**src/rtl/sirc_pkg.sv**
```systemverilog
`timescale 1ns / 1ps

package sirc_pkg;

    typedef enum logic [1:0] {
        OP_TICK   = 2'd0,
        OP_SEND   = 2'd1,
        OP_REPEAT = 2'd2,
        OP_STOP   = 2'd3
    } op_t;

    typedef enum logic [2:0] {
        PH_IDLE      = 3'd0,
        PH_START_ON  = 3'd1,
        PH_START_OFF = 3'd2,
        PH_BIT_ON    = 3'd3,
        PH_BIT_OFF   = 3'd4,
        PH_GAP       = 3'd5
    } phase_t;

    localparam int CodeWidth     = 24;
    localparam int CountWidth    = 5;
    localparam int GapWidth      = 8;
    localparam int DurWidth      = 7;
    localparam int InDataWidth   = 24;
    localparam int OutDataWidth  = 16;

    localparam logic [DurWidth-1:0] LenStart = 7'd96;
    localparam logic [DurWidth-1:0] LenZero  = 7'd24;
    localparam logic [DurWidth-1:0] LenOne   = 7'd48;
    localparam logic [DurWidth-1:0] LenSpace = 7'd24;

    localparam logic [GapWidth-1:0] GapDefault = 8'd45;

    localparam logic [CountWidth-1:0] FrameLen20 = 5'd20;
    localparam logic [CountWidth-1:0] FrameLen15 = 5'd15;
    localparam logic [CountWidth-1:0] FrameLen12 = 5'd12;

    localparam int FlagBit20 = 23;
    localparam int FlagBit15 = 15;

    function automatic logic [CountWidth-1:0] frame_len(input logic [CodeWidth-1:0] code);
        logic [CountWidth-1:0] len;
        if (code[FlagBit20])
            len = FrameLen20;
        else if (code[FlagBit15])
            len = FrameLen15;
        else
            len = FrameLen12;
        return len;
    endfunction

endpackage

```
**src/rtl/sirc_ir_frame_encoder.sv**
```systemverilog
`timescale 1ns / 1ps
// An accepted input word is held in the input register, and its result word then in the result register.
// Throughput: one word per cycle while m_tready keeps up; an input register and a result register separate the sides.
// The sequencer update is a single pass of combinational logic between those two registers.
// Reset (rst_n low, asynchronous): sequencer idle, stored code cleared, frame length 12,
// gap_ticks back to 45, both registers empty.
module sirc_ir_frame_encoder
(
    input  logic                                clk,
    input  logic                                rst_n,
    input  logic                                cfg_we,
    input  logic [sirc_pkg::GapWidth-1:0]       cfg_wdata,
    input  logic                                s_tvalid,
    output logic                                s_tready,
    input  logic [sirc_pkg::InDataWidth-1:0]    s_tdata,  // [23:0] code
    input  logic [1:0]                          s_tuser,  // [1:0] operation
    output logic                                m_tvalid,
    input  logic                                m_tready,
    output logic [sirc_pkg::OutDataWidth-1:0]   m_tdata   // [0] carrier_on, [7:1] duration,
                                                          // [8] busy_res, [9] frame_started
);

    logic                               in_valid_reg;
    sirc_pkg::op_t                      in_op_reg;
    logic [sirc_pkg::CodeWidth-1:0]     in_code_reg;

    logic                               out_valid_reg;
    logic                               out_carrier_reg;
    logic [sirc_pkg::DurWidth-1:0]      out_dur_reg;
    logic                               out_busy_reg;
    logic                               out_started_reg;

    logic [sirc_pkg::GapWidth-1:0]      gap_ticks_reg;

    sirc_pkg::phase_t                   phase_reg, phase_next;
    logic [sirc_pkg::CodeWidth-1:0]     stored_code_reg, stored_code_next;
    logic [sirc_pkg::CodeWidth-1:0]     shift_bits_reg, shift_bits_next;
    logic [sirc_pkg::CountWidth-1:0]    frame_length_reg, frame_length_next;
    logic [sirc_pkg::CountWidth-1:0]    bits_sent_reg, bits_sent_next;
    logic [sirc_pkg::GapWidth-1:0]      gap_count_reg, gap_count_next;
    logic                               level_reg, level_next;
    logic [sirc_pkg::DurWidth-1:0]      last_dur_reg, last_dur_next;

    logic                               adv;
    logic                               fire;
    logic                               started;
    logic [sirc_pkg::CountWidth-1:0]    bits_inc;
    logic [sirc_pkg::GapWidth-1:0]      gap_inc;

    assign adv      = !out_valid_reg || m_tready;
    assign fire     = in_valid_reg && adv;
    assign s_tready = !in_valid_reg || adv;
    assign bits_inc = bits_sent_reg + 5'd1;
    assign gap_inc  = gap_count_reg + 8'd1;

    assign m_tvalid = out_valid_reg;
    assign m_tdata  = {6'd0, out_started_reg, out_busy_reg, out_dur_reg, out_carrier_reg};

    // sequencer
    always_comb
    begin
        phase_next        = phase_reg;
        stored_code_next  = stored_code_reg;
        shift_bits_next   = shift_bits_reg;
        frame_length_next = frame_length_reg;
        bits_sent_next    = bits_sent_reg;
        gap_count_next    = gap_count_reg;
        level_next        = level_reg;
        last_dur_next     = last_dur_reg;
        started           = 1'b0;
        if (fire)
        begin
            case (in_op_reg)
                sirc_pkg::OP_TICK:
                begin
                    case (phase_reg)
                        sirc_pkg::PH_START_ON:
                        begin
                            level_next    = 1'b1;
                            last_dur_next = sirc_pkg::LenStart;
                            phase_next    = sirc_pkg::PH_START_OFF;
                        end
                        sirc_pkg::PH_START_OFF:
                        begin
                            level_next    = 1'b0;
                            last_dur_next = sirc_pkg::LenSpace;
                            phase_next    = sirc_pkg::PH_BIT_ON;
                        end
                        sirc_pkg::PH_BIT_ON:
                        begin
                            level_next      = 1'b1;
                            last_dur_next   = shift_bits_reg[0] ? sirc_pkg::LenOne
                                                                : sirc_pkg::LenZero;
                            shift_bits_next = {1'b0, shift_bits_reg[sirc_pkg::CodeWidth-1:1]};
                            phase_next      = sirc_pkg::PH_BIT_OFF;
                        end
                        sirc_pkg::PH_BIT_OFF:
                        begin
                            level_next     = 1'b0;
                            last_dur_next  = sirc_pkg::LenSpace;
                            bits_sent_next = bits_inc;
                            phase_next     = (bits_inc >= frame_length_reg) ? sirc_pkg::PH_GAP
                                                                            : sirc_pkg::PH_BIT_ON;
                        end
                        sirc_pkg::PH_GAP:
                        begin
                            level_next     = 1'b0;
                            last_dur_next  = sirc_pkg::LenSpace;
                            gap_count_next = gap_inc;
                            if (gap_inc >= gap_ticks_reg)
                            begin
                                bits_sent_next = '0;
                                gap_count_next = '0;
                                phase_next     = sirc_pkg::PH_IDLE;
                            end
                        end
                        default:
                        begin
                            level_next = 1'b0;
                            phase_next = sirc_pkg::PH_IDLE;
                        end
                    endcase
                end
                sirc_pkg::OP_SEND:
                begin
                    stored_code_next  = in_code_reg;
                    frame_length_next = sirc_pkg::frame_len(in_code_reg);
                    if (in_code_reg != '0 && phase_reg == sirc_pkg::PH_IDLE)
                    begin
                        shift_bits_next = in_code_reg;
                        phase_next      = sirc_pkg::PH_START_ON;
                        started         = 1'b1;
                    end
                end
                sirc_pkg::OP_REPEAT:
                begin
                    if (stored_code_reg != '0 && phase_reg == sirc_pkg::PH_IDLE)
                    begin
                        shift_bits_next = stored_code_reg;
                        phase_next      = sirc_pkg::PH_START_ON;
                        started         = 1'b1;
                    end
                end
                sirc_pkg::OP_STOP:
                begin
                    stored_code_next = '0;
                end
                default:
                begin
                    stored_code_next = stored_code_reg;
                end
            endcase
        end
    end

    always_ff @(posedge clk or negedge rst_n)
    begin
        if (!rst_n)
        begin
            phase_reg        <= sirc_pkg::PH_IDLE;
            stored_code_reg  <= '0;
            shift_bits_reg   <= '0;
            frame_length_reg <= sirc_pkg::FrameLen12;
            bits_sent_reg    <= '0;
            gap_count_reg    <= '0;
            level_reg        <= 1'b0;
            last_dur_reg     <= '0;
            gap_ticks_reg    <= sirc_pkg::GapDefault;
            in_valid_reg     <= 1'b0;
            out_valid_reg    <= 1'b0;
        end
        else
        begin
            phase_reg        <= phase_next;
            stored_code_reg  <= stored_code_next;
            shift_bits_reg   <= shift_bits_next;
            frame_length_reg <= frame_length_next;
            bits_sent_reg    <= bits_sent_next;
            gap_count_reg    <= gap_count_next;
            level_reg        <= level_next;
            last_dur_reg     <= last_dur_next;
            if (cfg_we)
                gap_ticks_reg <= cfg_wdata;
            if (s_tready)
                in_valid_reg <= s_tvalid;
            if (adv)
                out_valid_reg <= in_valid_reg;
        end
    end

    // payload
    always_ff @(posedge clk)
    begin
        if (s_tvalid && s_tready)
        begin
            in_op_reg   <= sirc_pkg::op_t'(s_tuser);
            in_code_reg <= s_tdata;
        end
        if (fire)
        begin
            out_carrier_reg <= level_next;
            out_dur_reg     <= last_dur_next;
            out_busy_reg    <= (phase_next != sirc_pkg::PH_IDLE);
            out_started_reg <= started;
        end
    end

    a_started_busy: assert property (@(posedge clk) disable iff (!rst_n)
        (out_valid_reg && out_started_reg) |-> out_busy_reg)
        else $error("frame start reported without busy");

    a_idle_clean: assert property (@(posedge clk) disable iff (!rst_n)
        (phase_reg == sirc_pkg::PH_IDLE) |-> (bits_sent_reg == '0 && gap_count_reg == '0))
        else $error("counters not cleared in idle");

    a_bits_bound: assert property (@(posedge clk) disable iff (!rst_n)
        bits_sent_reg <= sirc_pkg::FrameLen20)
        else $error("bit count beyond longest frame");

    a_level_phase: assert property (@(posedge clk) disable iff (!rst_n)
        level_reg |-> (phase_reg == sirc_pkg::PH_START_OFF || phase_reg == sirc_pkg::PH_BIT_OFF))
        else $error("carrier on outside a burst");

    a_fire_moves: assert property (@(posedge clk) disable iff (!rst_n)
        fire |=> out_valid_reg)
        else $error("processed word did not reach result register");

endmodule

```
**config.mk**
```make
export PLATFORM = sky130hd
export DESIGN_NAME = sirc_ir_frame_encoder
export DESIGN_NICKNAME = d
export VERILOG_FILES = /design/src/rtl/sirc_pkg.sv /design/src/rtl/sirc_ir_frame_encoder.sv
export SDC_FILE = /design/constraint.sdc
export NUM_CORES = 1
export LEC_CHECK = 0
export ABC_AREA = 1
export BUFFER_PORTS_ARGS = -buffer_cell sky130_fd_sc_hd__buf_4
export CAP_MARGIN = 5
export CORE_ASPECT_RATIO = 0.6
export CORE_UTILIZATION = 40
export CTS_CLUSTER_DIAMETER = 40
export DETAILED_ROUTE_END_ITERATION = 8
export PLACE_DENSITY_LB_ADDON = 0.15
export SYNTH_ARGS = -nofsm -noshare
export SYNTH_HDL_FRONTEND = slang
export SYNTH_SLANG_ARGS = --single-unit
```
**constraint.sdc**
```tcl
create_clock -name clk -period 3 [get_ports clk]
set_input_delay 0.45 -clock clk [delete_from_list [all_inputs] [get_ports clk]]
set_output_delay 0.45 -clock clk [all_outputs]
set_load 0.005 [all_outputs]
```
==> results of run 1 <==
-- worst reg2reg max path, delay by kind of cell, from the launching register on --
kind	cells	cell delay, ps
buffers and inverters	2	190
DFF	1	410
and+or+nand+nor	5	810
AOI/OAI and AO/OA	3	640
xor gates and xnor gates	1	190
adders and majority gates	1	280
-- final cells by class --
cell class,instances,area (µm²),share of cell area (%)
timing repair buffer,59,443,6.58
multi-input combinational,421,2070,30.7
inverter,56,210,3.12
sequential,121,3210,47.7
clock inverter,13,105,1.56
clock buffer,19,454,6.74
tap,192,240,3.57
-- how the worst max path moves through the flow --
| stage | start | cells past startpoint | to |
|---|---|---|---|
| after global placement | gap_count_reg[0] | 12 | bits_sent_reg[3] |
| after global routing | gap_count_reg[0] | 14 | bits_sent_reg[2] |
| after detailed placement | gap_count_reg[0] | 12 | bits_sent_reg[2] |
| final | gap_count_reg[0] | 12 | bits_sent_reg[2] |
| after floorplan | gap_count_reg[0] | 12 | bits_sent_reg[3] |
| after CTS | gap_count_reg[0] | 12 | bits_sent_reg[2] |
-- metal layers --
metal | global-route usage, % | part of all wire [%] | vias to the layer above
met3 | 5.72 | 8.0 | 17
met4 | 6.13 | 1.2 | 0
li1 | - | - | 2163
met5 | 0 | 0 | -
met1 | 29.8 | 51 | 2003
met2 | 26.8 | 40 | 161
-- power groups by stage --
stage,clock network [mW],logic [mW],registers [mW]
floorplan,0,0.903,2.36
global placement,0,1.20,2.42
detailed placement,0,1.23,2.44
CTS,2.00,1.24,2.41
global route,2.08,1.43,2.47
finish,1.96,1.24,2.42
-- kinds of logic after synthesis --
family,count (synthesis)
AO/OA/AOI/OAI,128
XOR/XNOR,5
other,1
adder cells (fa/ha/maj),18
multiplexers,1
AND/OR/NAND/NOR,263
buffers and inverters,87
flip-flops,121
-- stage by stage --
stage	std cells	power, mW	util, %	hold slack (ps)	worst slack, ps
floorplan	629	3.26	-	154	748
CTS	881	5.66	49.1	103	390
global route	881	5.98	49.1	136	136
global placement	849	3.63	45.1	463	513
detailed placement	849	3.67	45.1	470	416
finish	881	5.61	49.1	65.5	386
-- cells in the mapped netlist (2+ instances only) --
library cell | instances | share of area [%]
nand2_1 | 156 | 10
dfrtp_1 | 80 | 35
o21ai_0 | 79 | 7.0
nor2_1 | 54 | 3.6
inv_1 | 51 | 3.4
nand3_1 | 43 | 3.8
edfxtp_1 | 36 | 19
o21ai_1 | 19 | 1.7
ha_1 | 18 | 4.0
clkbuf_1 | 13 | 0.86
o22ai_1 | 13 | 1.4
buf_4 | 9 | 1.2
a21oi_1 | 5 | 0.44
buf_2 | 5 | 0.44
dfstp_2 | 5 | 2.3
xor2_1 | 5 | 0.77
inv_2 | 4 | 0.27
o21ai_2 | 4 | 0.62
buf_6 | 3 | 0.60
nor2_2 | 3 | 0.33
nand4_1 | 2 | 0.22
nor3_1 | 2 | 0.18
==> metrics.txt, run 1 <==
DRT iter0 DRCs=between 300 and 400; Post-Synthesis Cells=approximately 620; Post-Synth Adder-Cell Area=under 10%; Worst R2R Start=gap_count_reg[0]; Distinct cells, synth=37; Slew Limit Headroom=36.9%; clock group share of total power=between 30% and 40%; share of cells above drive strength 1=~16%; CP endpoint kind=register; commonest non-fill, non-tap cell in the layout=nand2_1; ys flop type=dfrtp_1; DR vias=about 4.3k; Final Cycle Share=between 80% and 90%; reg-to-reg setup timing slack=approximately 390 ps; row count=33; most frequent cells in the layout=nand2_1 (156), dfrtp_1 (80), o21ai_0 (79), buf_4 (59), nor2_1 (54); Max clock buf depth=2; DP Wirelength=between 8000 and 9000 µm; cts bufs inserted=17; core area=~14000 µm²; leak pwr=between 3 and 4 nW; largest net degree at the start of global routing=55; Synth Area in Simple Gates=a little under a fifth; synthesized area=5650 µm²; # setup viols final=0; Remaining Overflow, GRT=0; max_cap viols=0; Cell Chain, Critical Path=nand3_1 > nor3_1 > nand2_1 > xor2_1 > inv_1 > ha_1 > a21o_1 > nor2_1 > nand2_1 > o21ai_0 > inv_1 > o22ai_1; Post-route DRC=0; area delta synth->final=19.1%; PwrDens=approximately 830 nW/µm²; post-synthesis xor/xnor area fraction=less than 1%; Async SR Flop Fraction=a little over two thirds; worst vdd ir=about 0.32 mV; worst min-delay path class=in2async; cell internal pwr=3.76 mW; Ys Warns=0; Clock Sinks=~120; reg2reg path depth=12; Final ANT Viol Nets=0; DIE HEIGHT=94.1 µm; drt wl/cell=around 15 µm; complex-gate fraction of the synthesized area=~12%; # diodes=0; CTS Root Cell=clkbuf_16; post-DR vias/cell=around 5; Logic pwr share=22.0%; sw frac=between 30 and 40%; Clock Pin Slew Worst Setup and Hold Paths=around 60 ps; reg-to-reg endpoint=bits_sent_reg[2]; I/O Buffers=50; Final #Nets=approximately 730; CTS tree=done; vias in the first global route=4208; final hold viol count=0; switching pwr=1.85 mW; H-tree depth=4; CTS Hold Bufs=0; Crit-path slowest cell=dfrtp_1; worst skew pair latency=between 400 and 500 ps; design area=6740 µm²; Critical Path Max Stage Delay=between 400 and 500 ps; filler cell count=approximately 1.3k; Startpoint Class=register; Pre-antenna DRT Iters=5; initial antenna violation count=0; GPL Wtd Cong=0.870; CP bufs+invs=2; num ports=57; CP arrival=roughly 2900 ps; syn_area_per_cell=~9.1 µm²; Setup TNS=0 ps; Crit path required time=~3300 ps; initial core utilization=41.2%; Yosys reg bits=121; final WL=roughly 13000 µm; first-pass GRT wire length=around 22000 µm; Crit Path Class=reg2reg; Setup Fix Bufs, Post-CTS=0; mux cell area share after synthesis=less than 1%; main combinational cell family by area after synthesis=simple AND/OR/NAND/NOR gates; Worst Tran Pin Value=945 ps; post-route minimum period=approximately 2600 ps; Clock Skews=roughly 11 ps; unrepaired setup endpoints after global routing=no; status=finished clean; EDFF count, synth=36; Peak Freq=between 0.3 and 0.4 GHz; Tot GR Track Use=roughly a fifth; cell family with most CP delay=simple AND/OR/NAND/NOR gates; part of the power in registers=a little over two fifths; die width=155 µm; cells resized by post-CTS repair=0; post-placement cell area=6180 µm²; Pins Over Slew Limit=0; worst-path maximum fanout=5; die area=~15000 µm²; post-synthesis sequential area ratio=a little under three fifths
Note: power is estimated with default switching activity, not from simulation.
==> run 2: changes to the inputs <==
==> constraint.sdc (replaced) <==
create_clock -name clk -period 2.4 [get_ports clk]
set_input_delay 0.36 -clock clk [delete_from_list [all_inputs] [get_ports clk]]
set_output_delay 0.36 -clock clk [all_outputs]
set_load 0.005 [all_outputs]
==> run 2 against run 1 <==
  * The flow now finishes with violations (negative setup slack)
  * Die area is the same
  * Flip-flop and latch count is the same
  * Critical path depth grew 4
  * Total power grew 32%
  * Clock power grew 40%
  * Largest cell class unchanged
  * Critical path type unchanged
  * Critical endpoint is now out_busy_reg
  * Wire length shrank 0.99%
  * Design area grew 3.7%
  * Register-to-register slack lost 420 ps
  * Setup slack lost 420 ps
==> metrics.txt, run 2 (synthesized netlist as in run 1, its figures left out) <==
status=complete, but fails checks; violated checks=negative setup slack; worst vdd ir=0.382 mV (+18%); reg-to-reg setup timing slack=-30 ps (-420 ps); GPL Wtd Cong=0.906 (+4.1%); # setup viols final=1 (+1); final WL=12900 µm (-0.99%); vias in the first global route=4089 (-2.8%); clock group share of total power=37.2% (+2.4 points); share of cells above drive strength 1=19.1% (+3.0 points); cell internal pwr=5.08 mW (+35%); cts bufs inserted=17 (unchanged); Layout Cells excl Fill=894 (+1.5%); CP arrival=2600 ps (-340 ps); post-DR vias/cell=4.85 (-1.6%); post-route minimum period=2430 ps (-181 ps); worst skew pair latency=420 ps (about the same); Crit Path Class=reg2reg; Hold Path Origin=s_tdata[2]; largest net degree at the start of global routing=49 (-11%); most frequent cells in the layout=nand2_1 (153), dfrtp_1 (80), o21ai_0 (78), buf_4 (70); Worst Tran Pin Value=602 ps (-342 ps); worst min-delay path class=in2reg; die width=155 µm (unchanged); Tot GR Track Use=19.3% (-0.53 points); drt wl/cell=14.4 µm (-2.4%); Pre-antenna DRT Iters=5 (unchanged); reg2reg path depth=16 (+4); initial antenna violation count=0 (unchanged); reg-to-reg endpoint=out_busy_reg; Hold EP=in_code_reg[2]; Critical Path Max Stage Delay=390 ps (-20 ps); num ports=57 (unchanged); Startpoint Class=register; Crit-path slowest cell=dfrtp_1; total placed cells including tap cells=858 (+1.1%); H-tree depth=4 (unchanged); CTS Root Cell=clkbuf_16; design area=6980 µm² (+3.7%); Post-route DRC=0 (unchanged); Logic pwr share=22.1% (about the same); # diodes=0 (unchanged); Remaining Overflow, GRT=0 (unchanged); Final Power=7.40 mW (+32%); Slew Limit Headroom=59.7% (+23 points); CP endpoint kind=register; Clock Pin Slew Worst Setup and Hold Paths=60 ps (about the same); Clock Sinks=121 (unchanged); die area=14600 µm² (unchanged); Cell Chain, Critical Path=nand2_2 > nor3_2 > nand2_1 > xor2_2 > inv_1 > ha_1 > nand2_2 > nor2_4 > nor2_4 > buf_4 > nand3_1 > nand3_1 > nand2_1 > nand2_1 > nor2_1 > nand2_1; most frequent CP cell=nand2_1; unrepaired setup endpoints after global routing=yes; Final Cycle Share=101% (+14 points); DIE HEIGHT=94.1 µm (unchanged); PwrDens=1060 nW/µm² (+27%); leak pwr=3.20 nW (+3.8%); CP Launch Point=gap_count_reg[3]; final worst slack=-32.6 ps (-419 ps); I/O Buffers=50 (unchanged); core area=13700 µm² (unchanged); Clock Skews=10.7 ps (+0.188 ps); WHS Path Cells=1; DR vias=4336 (-0.18%); Final #Nets=746 (+1.8%); switching pwr=2.32 mW (+25%); part of the power in registers=40.7% (-2.4 points); worst-path maximum fanout=3 (-2); Crit path required time=2570 ps (-760 ps); initial core utilization=41.2% (unchanged); Post-Place Worst Slack=12.9 ps (-403 ps); CP bufs+invs=2 (unchanged); Worst R2R Start=gap_count_reg[3]; DRT iter0 DRCs=303 (-15%); Pins Over Slew Limit=0 (unchanged); post-placement cell area=6260 µm² (+1.3%); sw frac=31.4% (-1.6 points); final hold viol count=0 (unchanged); cell family with most CP delay=simple AND/OR/NAND/NOR gates; first-pass GRT wire length=21300 µm (-1.3%); max_cap viols=0 (unchanged); DP Wirelength=8920 µm (-0.45%); Max clock buf depth=2 (unchanged); commonest non-fill, non-tap cell in the layout=nand2_1; Final ANT Viol Nets=0 (unchanged); CTS tree=done; area delta synth->final=23.5%; Setup TNS=-32.6 ps (-32.6 ps); Peak Freq=0.411 GHz (+7.4%); row count=33 (unchanged)
-- run 2: changes by cell type in the layout (fill, tap and decap cells not counted), sizes merged --
cell	change
buf	+12
bufinv	+3
clkinvlp	-3
dlygate4sd3	+1
-- run 2: per-layer routing --
metal | wire, µm | track usage [%]
met1 | 7000 | 29.6
met2 | 5090 | 25.9
met3 | 706 | 5.63
met4 | 85 | 4.66
met5 | 0 | 0
-- run 2: cell type report --
cell class	instances	area, µm²
multi-input cells	421	2130
clock inverters	13	180
repair buffers	72	556
fillers	1255	6730
clock buffers	19	454
well taps	192	240
inverters	56	210
flip-flops and latches	121	3210
-- run 2: stage by stage --
stage	hold slack, ps	util, %
2_1_floorplan	64.4	-
3_3_place_gp	363	45.6
3_5_place_dp	373	45.6
4_1_cts	97.8	50.3
5_1_grt	90.6	50.9
6_report	112	50.9
-- run 2: timing repair --
action                     4_1_cts  5_1_grt
gates resized for setup          1       13
buffers inserted                 0        3
hold buffers                     1        0
setup endpoints to repair        1       22
hold endpoints to repair        33        0
pin swaps                        0        8
-- run 2: power by group through the flow --
stage / clock [mW] / combinational [mW] / sequential (mW)
floorplan: 0 / 1.13 / 2.95
detailed placement: 0 / 1.57 / 3.03
global placement: 0 / 1.53 / 3.02
CTS: 2.80 / 1.58 / 3.00
global route: 2.90 / 1.91 / 3.07
finish: 2.75 / 1.64 / 3.01
-- run 2: worst max-delay path by stage --
stage / endpoint / slack (ps) / cells past startpoint
finish: out_busy_reg / -30 / 16
global route: out_busy_reg / -180 / 16
CTS: out_busy_reg / 10 / 17
detailed placement: bits_sent_reg[3] / 10 / 12
global placement: out_busy_reg / 60 / 17
floorplan: bits_sent_reg[3] / 150 / 12
-- run 2: worst reg2reg max path, stage by stage (launching register included) --
cell,delay (ps)
dfrtp_1,390
nand2_2,90
nor3_2,210
nand2_1,120
xor2_2,190
inv_1,60
ha_1,300
nand2_2,80
nor2_4,100
nor2_4,50
buf_4,120
nand3_1,90
nand3_1,90
nand2_1,60
nand2_1,70
nor2_1,110
nand2_1,60
==> run 3: changes to the inputs <==
--- a/config.mk
+++ b/config.mk
@@ -5,7 +5,6 @@
 export SDC_FILE = /design/constraint.sdc
 export NUM_CORES = 1
 export LEC_CHECK = 0
-export ABC_AREA = 1
 export BUFFER_PORTS_ARGS = -buffer_cell sky130_fd_sc_hd__buf_4
 export CAP_MARGIN = 5
 export CORE_ASPECT_RATIO = 0.6
==> run 3 against run 2 <==
  * Clock skew is 5.0 ps higher
  * Clock-buffer cell count decreased by 2
  * Flip-flop and latch count unchanged
  * The run still ends with negative setup slack left
  * Via count fell by 6.2%
  * Clock power down 10%
==> metrics.txt, run 3 <==
syn_area_per_cell=11.6 µm² (+28%); row count=33 (unchanged); worst min-delay path class=in2reg; drt wl/cell=17.2 µm (+19%); Hold Path Origin=s_tdata[4]; Ys Warns=0 (unchanged); initial antenna violation count=0 (unchanged); sw frac=30.5% (-0.89 points); Clock Skews=15.7 ps (+5.02 ps); Crit-path slowest cell=dfrtp_2; I/O Buffers=50 (unchanged); die area=14500 µm² (-0.66%); Peak Freq=0.380 GHz (-7.6%); CP endpoint kind=register; Crit path required time=2560 ps (about the same); Post-route DRC=0 (unchanged); Synth area leader=dfrtp_1; post-route minimum period=2630 ps (+199 ps); switching pwr=2.00 mW (-14%); worst skew pair latency=430 ps (about the same); Slew Limit Headroom=38.7% (-21 points); initial core utilization=41.1% (-0.15 points); Final #Nets=632 (-15%); Worst Tran Pin Value=920 ps (+317 ps); DR vias=4068 (-6.2%); most frequent CP cell=and3_4; Critical Path Max Stage Delay=450 ps (+60 ps); Logic pwr share=19.7% (-2.4 points); WHS=104 ps (-8.36 ps); synthesized area=5620 µm² (-0.66%); busiest grt layer=met1; num ports=57 (unchanged); Distinct cells, synth=55 (+49%); Max clock buf depth=2 (unchanged); CP bufs+invs=0 (-2); CTS tree=done; synth cell count leaders=dfrtp_1 (80), nor2_1 (37), edfxtp_1 (36); die width=155 µm (-0.33%); H-tree depth=4 (unchanged); cts bufs inserted=17 (unchanged); Startpoint Class=register; Final Util=53.3% (+2.4 points); final hold viol count=0 (unchanged); EDFF count, synth=36 (unchanged); status=complete, but fails checks; ys flop type=dfrtp_1; largest net degree at the start of global routing=49 (unchanged); final worst slack=-231 ps (-199 ps); part of the power in registers=42.6% (+1.9 points); Cell Chain, Critical Path=and3_4 > and3_4 > and3_4 > xor2_4 > ha_4 > nand3_4 > o31ai_4 > o2111ai_1 > o22a_1 > nand4bb_1; DRT iter0 DRCs=283 (-6.6%); design area=7280 µm² (+4.3%); post-DR vias/cell=5.22 (+7.5%); reg-to-reg setup timing slack=-230 ps (-200 ps); area delta synth->final=29.7%; WHS Path Cells=1 (unchanged); Crit Path Class=reg2reg; met3 usage=5.21% (-0.42 points); met1 usage in global routing=30.5% (+0.83 points); Post-Place Worst Slack=-217 ps (-230 ps); # setup viols final=14 (+13); synth top area cells=dfrtp_1 (36%), edfxtp_1 (19%), a22o_1 (4.1%); Hold EP=in_code_reg[4]; post-synthesis sequential area ratio=57.2% (+0.38 points); leak pwr=3.16 nW (-1.1%); unrepaired setup endpoints after global routing=yes; Pins Over Slew Limit=0 (unchanged); PwrDens=900 nW/µm² (-15%); reg2reg path depth=10 (-6); share of the synthesized area in the top cell type=35.6% (+0.24 points); final WL=13400 µm (+4.2%); Final ANT Viol Nets=0 (unchanged); CTS Root Cell=clkbuf_16; Clock Sinks=121 (unchanged); cell family with most CP delay=simple AND/OR/NAND/NOR gates; clock group share of total power=37.7% (+0.5 points); max_cap viols=0 (unchanged); Remaining Overflow, GRT=0 (unchanged); Yosys reg bits=121 (unchanged); Async SR Flop Fraction=70.2% (unchanged); Tot GR Track Use=19.5% (+0.20 points); count leader, synth=dfrtp_1; first-pass GRT wire length=21000 µm (-1.4%); Post-Synthesis Cells=483 (-23%); violated checks=negative setup slack; Final Cycle Share=110% (+8.3 points); Pre-antenna DRT Iters=6 (+1); Final Power=6.56 mW (-11%); filler cell count=1151 (-8.3%); commonest non-fill, non-tap cell in the layout=buf_4; GPL Wtd Cong=0.801 (-12%); GR Util met2=25.4% (-0.52 points); post-placement cell area=6350 µm² (+1.5%); reg-to-reg endpoint=out_busy_reg; most frequent cells in the layout=buf_4 (95), dfrtp_1 (77), edfxtp_1 (36), nor2_1 (35), nand2_1 (29); CP arrival=2790 ps (+190 ps); # diodes=0 (unchanged); cell internal pwr=4.56 mW (-10%); core area=13700 µm² (-0.30%); Worst R2R Start=gap_count_reg[1]; worst-path maximum fanout=4 (+1); share of cells above drive strength 1=31.5% (+12 points); DP Wirelength=8970 µm (+0.59%); worst vdd ir=0.482 mV (+26%); Clock Pin Slew Worst Setup and Hold Paths=70 ps (about the same); DIE HEIGHT=93.8 µm (-0.33%); vias in the first global route=3875 (-5.2%)
## run 3: worst reg2reg max path: stages (launching register included)
cell and delay [ps]:
dfrtp_2 450, and3_4 190, and3_4 160, and3_4 180, xor2_4 160, ha_4 300, nand3_4 70, o31ai_4 320
o2111ai_1 160, o22a_1 190, nand4bb_1 180
## run 3: final cells by class
type / instances / area (µm²) / area share [%]
timing repair buffer: 101 / 788 / 10.8
clock inverter: 15 / 149 / 2.04
sequential: 121 / 3220 / 44.2
inverter: 14 / 52.6 / 0.722
tap: 192 / 240 / 3.30
multi-input combinational: 320 / 2410 / 33.1
clock buffer: 17 / 425 / 5.84
## run 3: cell families (layout without fill, tap and decap cells)
kind of cell / Yosys count / count (layout) / synth area share [%]
AO/OA/AOI/OAI: 128 / 128 / 15.7
XOR/XNOR: 11 / 11 / 1.72
adder cells (fa/ha/maj): 18 / 18 / 4.01
buffers and inverters: 47 / 147 / 4.23
flip-flops: 121 / 121 / 57.2
multiplexers: 27 / 27 / 5.41
other: 1 / 6 / 0.0668
AND/OR/NAND/NOR: 130 / 130 / 11.7
## run 3: how the worst max path moves through the flow
| stage | from | to | cells after the start |
|---|---|---|---|
| 2_1_floorplan | gap_count_reg[4] | out_busy_reg | 10 |
| 3_3_place_gp | gap_count_reg[1] | out_busy_reg | 10 |
| 3_5_place_dp | gap_count_reg[1] | out_busy_reg | 10 |
| 4_1_cts | gap_count_reg[1] | out_busy_reg | 10 |
| 5_1_grt | gap_count_reg[1] | gap_count_reg[5] | 13 |
| 6_report | gap_count_reg[1] | out_busy_reg | 10 |
## run 3: timing repair
item	in CTS	in global routing
gates resized for setup	23	36
setup endpoints to repair	13	18
endpoints found under the hold margin	36	0
setup buffers	10	6
pin swaps	18	18
hold buffers	1	0
## run 3: per-layer routing
metal  up-vias  part of all wire [%]
met3         4                   5.1
li1       1947                     -
met5         -                     0
met2       127                    41
met1      1990                    53
met4         0                  0.53
## run 3: power by group through the flow
| stage | clock network [mW] | logic (mW) | registers (mW) |
|---|---|---|---|
| 5_1_grt | 2.62 | 1.43 | 2.84 |
| 4_1_cts | 2.52 | 1.24 | 2.78 |
| 2_1_floorplan | 0 | 0.816 | 2.74 |
| 3_5_place_dp | 0 | 1.17 | 2.81 |
| 6_report | 2.47 | 1.29 | 2.79 |
| 3_3_place_gp | 0 | 1.14 | 2.80 |
## run 3: through the flow
stage,cells,TNS [ps]
floorplan,488,-13.1
global placement,733,-707
detailed placement,733,-1290
CTS,776,-364
global route,780,-3110
finish,780,-1970
